`config.mk`:
```
export PLATFORM = sky130hd
export DESIGN_NAME = humidity_temp_frame_decoder
export DESIGN_NICKNAME = d
export VERILOG_FILES = /design/src/hdl/htfd_pkg.sv /design/src/hdl/humidity_temp_frame_decoder.sv /design/src/hdl/htfd_convert.sv
export SDC_FILE = /design/constraint.sdc
export NUM_CORES = 1
export LEC_CHECK = 0
export ABC_CLOCK_PERIOD_IN_PS = 14200
export BUFFER_PORTS_ARGS = -buffer_cell sky130_fd_sc_hd__buf_2
export CAP_MARGIN = 0
export CORE_MARGIN = 5
export CORE_UTILIZATION = 59
export CTS_BUF_LIST = sky130_fd_sc_hd__clkbuf_2 sky130_fd_sc_hd__clkbuf_4 sky130_fd_sc_hd__clkbuf_8
export CTS_CLUSTER_DIAMETER = 30
export CTS_CLUSTER_SIZE = 25
export DETAILED_ROUTE_END_ITERATION = 16
export PLACE_DENSITY = 0.87
export SLEW_MARGIN = 40
export SYNTH_ARGS = -nofsm -noshare
export SYNTH_HDL_FRONTEND = slang
export SYNTH_SLANG_ARGS = --single-unit
```
`constraint.sdc`:
```
create_clock -name clk -period 14.2 [get_ports clk]
set_input_delay 0.71 -clock clk [delete_from_list [all_inputs] [get_ports clk]]
set_output_delay 0.71 -clock clk [all_outputs]
set_load 0.02 [all_outputs]
```
`src/hdl/htfd_pkg.sv`:
```
// Shared types, constants and the CRC-8 byte update for the sensor frame decoder.
// Used by htfd_convert and humidity_temp_frame_decoder; depends on nothing else.
package htfd_pkg;

  localparam logic [7:0] CRC_POLY = 8'h31;
  localparam logic [7:0] CRC_INIT = 8'hFF;

  localparam int RAW_W  = 20;
  localparam int IDX_W  = 3;
  localparam int TEMP_W = 9;
  localparam int HUM_W  = 7;
  localparam int CRC_W  = 8;

  // Position of a byte within the seven-byte frame.
  localparam logic [IDX_W-1:0] IDX_STATUS = 3'd0;
  localparam logic [IDX_W-1:0] IDX_HUM_HI = 3'd1;
  localparam logic [IDX_W-1:0] IDX_HUM_MD = 3'd2;
  localparam logic [IDX_W-1:0] IDX_SPLIT  = 3'd3;
  localparam logic [IDX_W-1:0] IDX_TMP_MD = 3'd4;
  localparam logic [IDX_W-1:0] IDX_TMP_LO = 3'd5;
  localparam logic [IDX_W-1:0] IDX_CHECK  = 3'd6;

  typedef struct packed {
    logic                     crc_status;
    logic signed [TEMP_W-1:0] temperature_c;
    logic [HUM_W-1:0]         humidity_pct;
    logic [CRC_W-1:0]         computed_crc;
  } htfd_result_t;

  function automatic logic [7:0] crc8_byte(input logic [7:0] crc, input logic [7:0] b);
    logic [7:0] c;
    c = crc ^ b;
    for (int k = 0; k < 8; k++) begin
      c = c[7] ? ((c << 1) ^ CRC_POLY) : (c << 1);
    end
    return c;
  endfunction

endpackage

```
`src/hdl/humidity_temp_frame_decoder.sv`:
```
// Top level of the sensor frame decoder: byte sequencing, CRC and field assembly.
// Depends on htfd_pkg and htfd_convert.

// The decoder takes one frame byte per beat and can take a byte every cycle. A
// beat with tuser high is byte 0 of a new frame; after byte 6 the next byte
// starts a new frame anyway. Byte 6 produces one result beat in the cycle after it
// is taken, from a single result register; bytes 0 to 5 are always taken, while
// byte 6 waits only when that register is full and not being drained. The result
// carries the CRC status in tuser (1 means a mismatch) and the converted readings
// even when the CRC fails.
module humidity_temp_frame_decoder import htfd_pkg::*; (
  input  logic        clk,
  input  logic        rst,
  input  logic        s_axis_tvalid,
  output logic        s_axis_tready,
  input  logic [7:0]  s_axis_tdata,   // [7:0] rx_byte
  input  logic        s_axis_tuser,   // [0] frame_start
  output logic        m_axis_tvalid,
  input  logic        m_axis_tready,
  output logic [23:0] m_axis_tdata,   // [8:0] temperature_c, [15:9] humidity_pct,
                                      // [23:16] computed_crc
  output logic        m_axis_tuser    // [0] crc_status
);

  logic [IDX_W-1:0] byte_count;
  logic [CRC_W-1:0] crc_acc;
  logic [RAW_W-1:0] humidity_acc;
  logic [RAW_W-1:0] temperature_acc;

  logic [IDX_W-1:0] idx;
  logic [CRC_W-1:0] crc_next;
  logic             is_check;
  logic             accept;
  htfd_result_t     result;

  always_comb begin
    if (s_axis_tuser || byte_count > IDX_CHECK) begin
      idx = IDX_STATUS;
    end else begin
      idx = byte_count;
    end
    crc_next      = crc8_byte((idx == IDX_STATUS) ? CRC_INIT : crc_acc, s_axis_tdata);
    is_check      = (idx == IDX_CHECK);
    s_axis_tready = !is_check || !m_axis_tvalid || m_axis_tready;
    accept        = s_axis_tvalid && s_axis_tready;
  end

  htfd_convert u_convert (
    .temp_reading (temperature_acc),
    .hum_reading  (humidity_acc),
    .crc_value    (crc_acc),
    .check_byte   (s_axis_tdata),
    .result       (result)
  );

  always_ff @(posedge clk) begin
    if (rst) begin
      byte_count      <= IDX_STATUS;
      crc_acc         <= CRC_INIT;
      humidity_acc    <= '0;
      temperature_acc <= '0;
      m_axis_tvalid   <= 1'b0;
    end else begin
      if (accept) begin
        byte_count <= is_check ? IDX_STATUS : idx + IDX_W'(1);
        if (!is_check) begin
          crc_acc <= crc_next;
        end
        unique case (idx)
          IDX_HUM_HI: humidity_acc <= {s_axis_tdata, 12'h000};
          IDX_HUM_MD: humidity_acc <= humidity_acc | {8'h00, s_axis_tdata, 4'h0};
          IDX_SPLIT: begin
            humidity_acc    <= humidity_acc | {16'h0000, s_axis_tdata[7:4]};
            temperature_acc <= {s_axis_tdata[3:0], 16'h0000};
          end
          IDX_TMP_MD: temperature_acc <= temperature_acc | {4'h0, s_axis_tdata, 8'h00};
          IDX_TMP_LO: temperature_acc <= temperature_acc | {12'h000, s_axis_tdata};
          default: begin
          end
        endcase
      end
      if (accept && is_check) begin
        m_axis_tvalid <= 1'b1;
      end else if (m_axis_tready) begin
        m_axis_tvalid <= 1'b0;
      end
    end
    if (accept && is_check) begin
      m_axis_tdata <= {result.computed_crc, result.humidity_pct, result.temperature_c};
      m_axis_tuser <= result.crc_status;
    end
  end

`ifndef ASSERT_OFF
  a_count_range: assert property (@(posedge clk) disable iff (rst)
    byte_count != 3'd7)
    else $error("Byte counter left the frame range.");

  a_check_gives_result: assert property (@(posedge clk) disable iff (rst)
    accept && is_check |=> m_axis_tvalid)
    else $error("Check byte did not produce a result beat.");

  a_check_wraps: assert property (@(posedge clk) disable iff (rst)
    accept && is_check |=> byte_count == IDX_STATUS)
    else $error("Frame did not restart after the check byte.");

  a_hum_range: assert property (@(posedge clk) disable iff (rst)
    m_axis_tvalid |-> m_axis_tdata[15:9] <= 7'd99)
    else $error("Humidity out of range.");

  a_temp_range: assert property (@(posedge clk) disable iff (rst)
    m_axis_tvalid |-> ($signed(m_axis_tdata[8:0]) >= -9'sd50 &&
                       $signed(m_axis_tdata[8:0]) <= 9'sd149))
    else $error("Temperature out of range.");
`endif

endmodule

```
`src/hdl/htfd_convert.sv`:
```
// Converts the raw 20-bit readings to whole degrees and percent and checks the CRC.
// Depends on htfd_pkg.
module htfd_convert import htfd_pkg::*; (
  input  logic [RAW_W-1:0] temp_reading,
  input  logic [RAW_W-1:0] hum_reading,
  input  logic [CRC_W-1:0] crc_value,
  input  logic [7:0]       check_byte,
  output htfd_result_t     result
);

  // raw*200/2^20 equals raw*25/2^17, and raw*100/2^20 equals raw*25/2^18.
  localparam int SCALE_W  = RAW_W + 5;
  localparam int T_SHIFT  = RAW_W - 3;
  localparam int H_SHIFT  = RAW_W - 2;
  localparam logic [SCALE_W-1:0] SCALE = SCALE_W'(25);
  localparam logic signed [SCALE_W:0] T_OFFSET = (SCALE_W+1)'(50 * (1 << T_SHIFT));

  logic [SCALE_W-1:0]        t_scaled;
  logic [SCALE_W-1:0]        h_scaled;
  logic signed [SCALE_W:0]   t_diff;
  logic [SCALE_W:0]          t_mag;
  logic [TEMP_W-1:0]         t_quot;

  always_comb begin
    t_scaled = SCALE_W'(temp_reading) * SCALE;
    h_scaled = SCALE_W'(hum_reading) * SCALE;
    t_diff   = $signed({1'b0, t_scaled}) - T_OFFSET;
    t_mag    = t_diff[SCALE_W] ? $unsigned(-t_diff) : $unsigned(t_diff);
    t_quot   = TEMP_W'(t_mag >> T_SHIFT);

    result.crc_status    = (crc_value != check_byte);
    result.temperature_c = t_diff[SCALE_W] ? $signed(-t_quot) : $signed(t_quot);
    result.humidity_pct  = HUM_W'(h_scaled >> H_SHIFT);
    result.computed_crc  = crc_value;
  end

endmodule
```
==> summary.txt, run 1 <==
Layout
  • Area grow syn2layout: 6.56%
  • Final cell count without fillers: between 1000 and 1500
  • Final-layout fill cell count: about 1000
  • Share of post-route cells with drive strength above 1: approximately 11%
  • NumNets Final: 1025

Yosys
  • Syn Nets: around 1000
  • Number of distinct library cells after synthesis: slightly above 80
  • Post-synth EDFFs: 25
  • Seq/Total Area, Yosys: 23.7%
  • Synth top area cells: ha_1 (22%), dfxtp_1 (14%), edfxtp_1 (9.9%), fa_1 (8.0%), inv_1 (5.5%)
  • Yosys reg bits: 77
  • Async set-reset flop share out of synthesis: 0%
  • Syn_area_per_cell: ~9.1 µm²
  • Post-Synthesis Cell Area: between 0.007 and 0.008 mm²
  • Top FF cell, synth: dfxtp_1
  • Mapped Cells: 830
  • Synth top area share: around 22%
  • Synth area leader: ha_1
  • Yosys warnings: 0

Clocking
  • Clk buf depth: 2
  • Inserted Clock Buffers: 9
  • Clock latency on the worst-skew pair: approximately 380 ps
  • Root Buffer: clkbuf_8
  • Cts repair resizes: 0
  • Htree depth: 3
  • Clock Sinks: 77
  • CTS Hold Bufs: 0
  • CTS tree: yes
  • Post-CTS setup buffer count: 0
  • Worst-path clk slew: ~100 ps

Pwr
  • Leakage power: between 4 and 5 nW
  • PwrDens: 60.6 mW/mm²
  • Worst-case vdd ir drop: 48.3 µV

Timing
  • Fmax: 0.165 GHz
  • RSZ-0062 raised after global routing: false
  • Setup Skew: between 20 and 25 ps
  • Pin slew with the least headroom to its limit: approximately 740 ps
  • Min Hold Slack: around 500 ps
  • Final setup violation count: 0
  • Tmin final: between 6000 and 7000 ps
  • Final setup TNS: 0 ps
  • Final Hold Violating Endpoints: 0
  • Max-slew violation total from the final report: 0
  • Crit share post-route: between 40% and 50%
  • Slew headroom: between 50% and 60%

Global routing
  • Global-route wire length before repair: about 26000 µm
  • Total track usage: roughly a fifth
  • Number of global-route vias before repair: around 5600
  • Global route total overflow: 0
  • Largest net degree at the start of global routing: 27
  • Antenna violations before repair: 0

Status
  • Status: finished clean

Floorplan
  • # rows: slightly above 40
  • Core Region: 0.0126 mm²
  • Starting Density: roughly three fifths
  • Number of placed I/O pins: 40
  • Die X: between 100 and 150 µm
  • Die area: ~0.015 mm²
  • Die Ht: 123 µm

Critical path
  • Worst Setup Start Kind: flip-flop
  • Setup CP Type: flip-flop to flip-flop
  • Crit path max fanout: 16
  • Worst Setup End Kind: flip-flop
  • R2R cell count: 22
  • Buf/Inv on CP: 2
  • Worst R2R Start: temperature_acc[1]$_SDFFE_PP0P_
  • CP required: ~14000 ps
  • Flop-to-flop setup slack: 8130 ps
  • Most used cell along the critical path: ha_1
  • Reg2reg end: m_axis_tdata[6]$_DFFE_PP_
  • Dominant delay contributor by cell family on the critical path: adder cells
  • CP peak stage delay: slightly above 600 ps
  • Critical path depth: 22
  • Worst Path Arrival: between 6000 and 7000 ps
  • Slowest cell on the critical path: nor2_2
  • Worst-path cell chain: inv_1 > ha_1 > fa_1 > ha_1 > ha_1 > fa_1 > a21o_1 > a221oi_2 > o221a_4 > a211oi_2 > mux2i_1 > nor2_2 > nor2_1 > xor2_1 > inv_1 > ha_1 > nand2_1 > a211o_2 > nand3_1 > and4_4 > nor4_1 > a311o_1

Detailed routing
  • Remaining antenna violation count: 0
  • First-iteration detailed-routing DRC count: between 300 and 400
  • Vias post-DR: between 5000 and 6000
  • 1st-pass router iterations: 5
  • Vias per cell: roughly 5.7
  • Post-Route WL: 15300 µm
  • Drt wl/cell: approximately 15 µm
  • # DRC: 0

Placed design
  • Buffers on Ports: 39
  • Post-DP HPWL: around 12000 µm
  • Gpl congestion: around 0.88
  • Placed Cells: slightly above 1000

Worst hold path
  • Hold Crit Class: flip-flop to flip-flop
  • Hold worst-path end: humidity_acc[19]$_SDFFE_PP0P_
  • Hold_sp: humidity_acc[19]$_SDFFE_PP0P_
  • Hold path cells: 2

Flow run
  • Max-cap viol count: 0
-- report_power, final --
| part | switching, mW | total (mW) | internal (mW) |
|---|---|---|---|
| logic | 0.0445 | 0.0778 | 0.0332 |
| registers | 0.00875 | 0.242 | 0.233 |
| clock network | 0.0987 | 0.168 | 0.0693 |
-- cell usage in the layout, fill, tap and decap left out, drive strengths merged, types with 5 or more instances in the layout --
| master | n |
|---|---|
| a211o | 8 |
| a211oi | 8 |
| a21o | 20 |
| a21oi | 72 |
| and2 | 5 |
| buf | 40 |
| clkbuf | 9 |
| dfxtp | 52 |
| edfxtp | 25 |
| fa | 30 |
| ha | 132 |
| inv | 116 |
| mux2i | 5 |
| nand2 | 43 |
| nand2b | 8 |
| nand3 | 13 |
| nand3b | 10 |
| nand4 | 6 |
| nor2 | 76 |
| nor3 | 10 |
| nor4 | 8 |
| o211ai | 5 |
| o21ai | 19 |
| o31ai | 5 |
| or2 | 5 |
| xnor2 | 39 |
| xor2 | 26 |
-- registers in the layout, summed over array words and instances (netlist names) --
| signal | cells |
|---|---|
| byte_count | 3 |
| crc_acc | 8 |
| humidity_acc | 20 |
| m_axis_tdata | 24 |
| m_axis_tuser | 1 |
| m_axis_tvalid | 1 |
| temperature_acc | 20 |
-- area by class of cell --
| class | instances | area, µm² | share of cell area (%) |
|---|---|---|---|
| multi-input combinational | 612 | 5230 | 65.0 |
| sequential | 77 | 1790 | 22.3 |
| inverter | 110 | 413 | 5.13 |
| tap | 172 | 215 | 2.67 |
| timing repair buffer | 40 | 203 | 2.52 |
| clock buffer | 9 | 124 | 1.54 |
| clock inverter | 7 | 71.3 | 0.886 |
| antenna | 1 | 2.50 | 0.0311 |
-- worst min-delay path: cells and delay by family (launching register included) --
family          cells  cell delay, ps
flops               1             340
simple gates        1              70
compound gates      1              50
-- cell families after synthesis --
family / Yosys count / share of synthesized area [%]
flip-flops: 77 / 23.7
adder cells (fa/ha/maj): 162 / 29.8
AND/OR/NAND/NOR: 205 / 14.1
buffers and inverters: 141 / 7.22
multiplexers: 5 / 0.663
AO/OA/AOI/OAI: 175 / 16.8
XOR/XNOR: 65 / 7.74
-- per-layer routing --
layer  track usage (%)  vias up  part of all wire, %
li1                  -     2921                    -
met1              28.2     2774                   45
met2              34.3      176                   47
met3              4.03       34                  6.0
met4              7.47        0                  2.0
met5                 0        -                    0
-- Yosys cell counts, drive strengths merged (8+ instances only) --
| cell | count |
|---|---|
| a21oi | 72 |
| o21ai | 19 |
| nand3b | 10 |
| ha | 132 |
| nor2 | 76 |
| edfxtp | 25 |
| fa | 30 |
| nand2 | 43 |
| a21o | 20 |
| clkbuf | 25 |
| xnor2 | 39 |
| a211oi | 8 |
| a211o | 8 |
| nand3 | 13 |
| inv | 110 |
| nand2b | 8 |
| dfxtp | 52 |
| xor2 | 26 |
| nor4 | 8 |
| nor3 | 10 |
-- metrics by stage --
| stage | setup WS [ps] | instance area [µm²] | util (%) | power (mW) |
|---|---|---|---|---|
| after floorplan | 8730 | 7550 | - | 0.307 |
| after global placement | 8380 | 7840 | 62.4 | 0.320 |
| after detailed placement | 8230 | 7850 | 62.5 | 0.323 |
| after CTS | 8160 | 8050 | 64.0 | 0.489 |
| after global routing | 7780 | 8050 | 64.0 | 0.512 |
| final | 8130 | 8050 | 64.0 | 0.488 |
-- worst max-delay path by stage --
stage	startpoint	to	slack [ps]
after floorplan	temperature_acc[1]$_SDFFE_PP0P_	m_axis_tdata[6]$_DFFE_PP_	8730
after detailed placement	temperature_acc[1]$_SDFFE_PP0P_	m_axis_tdata[6]$_DFFE_PP_	8230
final	temperature_acc[1]$_SDFFE_PP0P_	m_axis_tdata[6]$_DFFE_PP_	8130
after global routing	temperature_acc[1]$_SDFFE_PP0P_	m_axis_tdata[6]$_DFFE_PP_	7780
after global placement	temperature_acc[1]$_SDFFE_PP0P_	m_axis_tdata[6]$_DFFE_PP_	8380
after CTS	temperature_acc[1]$_SDFFE_PP0P_	m_axis_tdata[6]$_DFFE_PP_	8160
No activity file was read; power rests on OpenSTA's default activity.
==> run 2, diff against run 1 <==
ABC_CLOCK_PERIOD_IN_PS = 6100   (was 14200)
clock period = 6.1 ns   (was 14.2 ns; I/O delays follow)
==> summary.txt, run 2 (same netlist as run 1, synthesis figures left out) <==
Detailed routing
  • First-iteration detailed-routing DRC count: approximately 330
  • 1st-pass router iterations: 5
  • Vias per cell: between 5 and 6
  • # DRC: 0
  • Remaining antenna violation count: 0
  • Vias post-DR: about 5900
  • Drt wl/cell: approximately 15 µm
  • Post-Route WL: about 15000 µm

Pwr
  • Tot Pwr: between 1 and 1.5 mW
  • PwrDens: approximately 140 mW/mm²
  • Clock power share: between 30 and 40%
  • Worst-case vdd ir drop: around 140 µV
  • Power Internal: 0.814 mW
  • Logic pwr share: between 10% and 20%
  • Leakage power: 4.11 nW
  • Switching fraction of total power: around 28%
  • Psw: between 0.3 and 0.4 mW
  • Seq pwr share: 49.7%

Layout
  • Share of post-route cells with drive strength above 1: 11.4%
  • Commonest cells after routing, fill and taps aside: ha_1 (132), inv_1 (110), nor2_1 (74)
  • Final-layout fill cell count: around 1000
  • Design area: between 0.008 and 0.009 mm²
  • Largest regs: m_axis_tdata x24, humidity_acc x20, temperature_acc x20
  • Area grow syn2layout: 6.71%
  • N_diodes: 0
  • Largest register FFs: 24
  • NumNets Final: a little over 1000
  • Final Core Density: roughly 64%
  • Largest reg by FF count: m_axis_tdata
  • Most common library cell in the layout ignoring fill and taps: ha_1

Floorplan
  • # rows: between 40 and 50
  • Die area: around 0.015 mm²
  • Number of placed I/O pins: 40
  • Die X: 123 µm
  • Starting Density: roughly three fifths
  • Die Ht: 123 µm
  • Core Region: 0.0126 mm²

Global routing
  • Antenna violations before repair: 1
  • Total track usage: roughly a fifth
  • Global route total overflow: 0
  • Global-route wire length before repair: between 20000 and 25000 µm
  • Largest net degree at the start of global routing: 27
  • Number of global-route vias before repair: around 5400

Critical path
  • CP required: slightly above 6000 ps
  • Setup CP Type: flip-flop to flip-flop
  • Worst Path Arrival: approximately 5900 ps
  • Critical path launch point: temperature_acc[2]$_SDFFE_PP0P_
  • Worst Setup End Kind: flip-flop
  • Slowest cell on the critical path: fa_1
  • Most used cell along the critical path: ha_1
  • CP peak stage delay: ~460 ps
  • Worst Setup Start Kind: flip-flop
  • Crit path max fanout: 5
  • Worst-path cell chain: inv_1 > ha_1 > fa_1 > ha_1 > ha_1 > fa_1 > a21o_1 > a221oi_2 > o221a_4 > xor2_2 > nand3_4 > nor4_2 > nor2_1 > xor2_1 > inv_1 > ha_1 > nand2_1 > a211o_2 > nand3_1 > and4_4 > nor4_1 > a311o_1
  • Worst R2R Start: temperature_acc[2]$_SDFFE_PP0P_

Clocking
  • Cts repair resizes: 0
  • Worst-path clk slew: about 80 ps
  • Clk buf depth: 2
  • CTS Hold Bufs: 0
  • Inserted Clock Buffers: 9
  • Clock Sinks: 77
  • Htree depth: 3
  • Post-CTS setup buffer count: 0
  • Clock latency on the worst-skew pair: ~370 ps
  • CTS tree: yes
  • Root Buffer: clkbuf_8

Timing
  • Crit share post-route: between 90 and 100%
  • Pin slew with the least headroom to its limit: slightly below 700 ps
  • Fmax: around 0.17 GHz
  • Max-slew violation total from the final report: 0
  • Tmin final: just under 6000 ps
  • Final setup TNS: 0 ps
  • Setup Skew: 9.12 ps
  • Final setup violation count: 0
  • Final Hold Violating Endpoints: 0
  • RSZ-0062 raised after global routing: false
  • Slew headroom: around 54%

Placed design
  • Post-DP HPWL: between 10000 and 15000 µm
  • Placed inst area: between 0.007 and 0.008 mm²
  • Buffers on Ports: 39
  • Gpl congestion: between 0.9 and 1

Worst hold path
  • Hold_sp: m_axis_tready
  • Hold Crit Class: input port to flip-flop

Status
  • Status: finished clean

Flow run
  • Max-cap viol count: 0
run 2: cell count changes in the layout (fill, tap and decap cells not counted), sizes merged:
cell      delta
bufinv       +1
inv          -5
clkinvlp     +2
clkinv       +1
buf          +2
diode        -1
clkbuf       +1
run 2: final timing paths:
check,slack [ps],depth (start not counted),to
max,320,22,m_axis_tdata[6]$_DFFE_PP_
min,240,4,m_axis_tvalid$_SDFFE_PP0P_
max reg2reg,320,22,m_axis_tdata[6]$_DFFE_PP_
min reg2reg,500,2,humidity_acc[19]$_SDFFE_PP0P_
run 2: cell type report:
| cell class | instances | area (µm²) | area share [%] |
|---|---|---|---|
| clock inverters | 6 | 62.6 | 0.776 |
| inverters | 110 | 413 | 5.12 |
| repair buffers | 42 | 218 | 2.70 |
| clock buffers | 10 | 131 | 1.63 |
| well taps | 172 | 215 | 2.67 |
| multi-input cells | 612 | 5230 | 64.9 |
| flip-flops and latches | 77 | 1790 | 22.2 |
run 2: power groups by stage:
| stage | clock (mW) | sequential [mW] | combinational, mW |
|---|---|---|---|
| after floorplan | 0 | 0.567 | 0.147 |
| after global placement | 0 | 0.574 | 0.173 |
| after detailed placement | 0 | 0.575 | 0.179 |
| after CTS | 0.392 | 0.563 | 0.181 |
| after global routing | 0.417 | 0.566 | 0.204 |
| final | 0.388 | 0.563 | 0.182 |
run 2: per-stage QoR:
step	cells	setup WS (ps)	hold WS [ps]
after floorplan	830	629	464
after global placement	1013	484	478
after detailed placement	1013	338	485
after CTS	1029	323	238
after global routing	1029	29.2	265
final	1029	317	243
run 2: worst max-delay path, delay by kind of cell (launching register included):
kind	cells	cell delay [ps]
adder cells (fa/ha/maj)	6	1950
flip-flops	1	380
AO/OA/AOI/OAI	5	1580
AND/OR/NAND/NOR	7	1100
buffers and inverters	2	170
XOR/XNOR	2	360
run 2: routing by layer:
metal | track usage, % | part of all wire (%)
met5 | 0 | 0.047
met4 | 5.33 | 1.8
met3 | 3.75 | 6.0
met2 | 32.6 | 46
met1 | 28.4 | 46
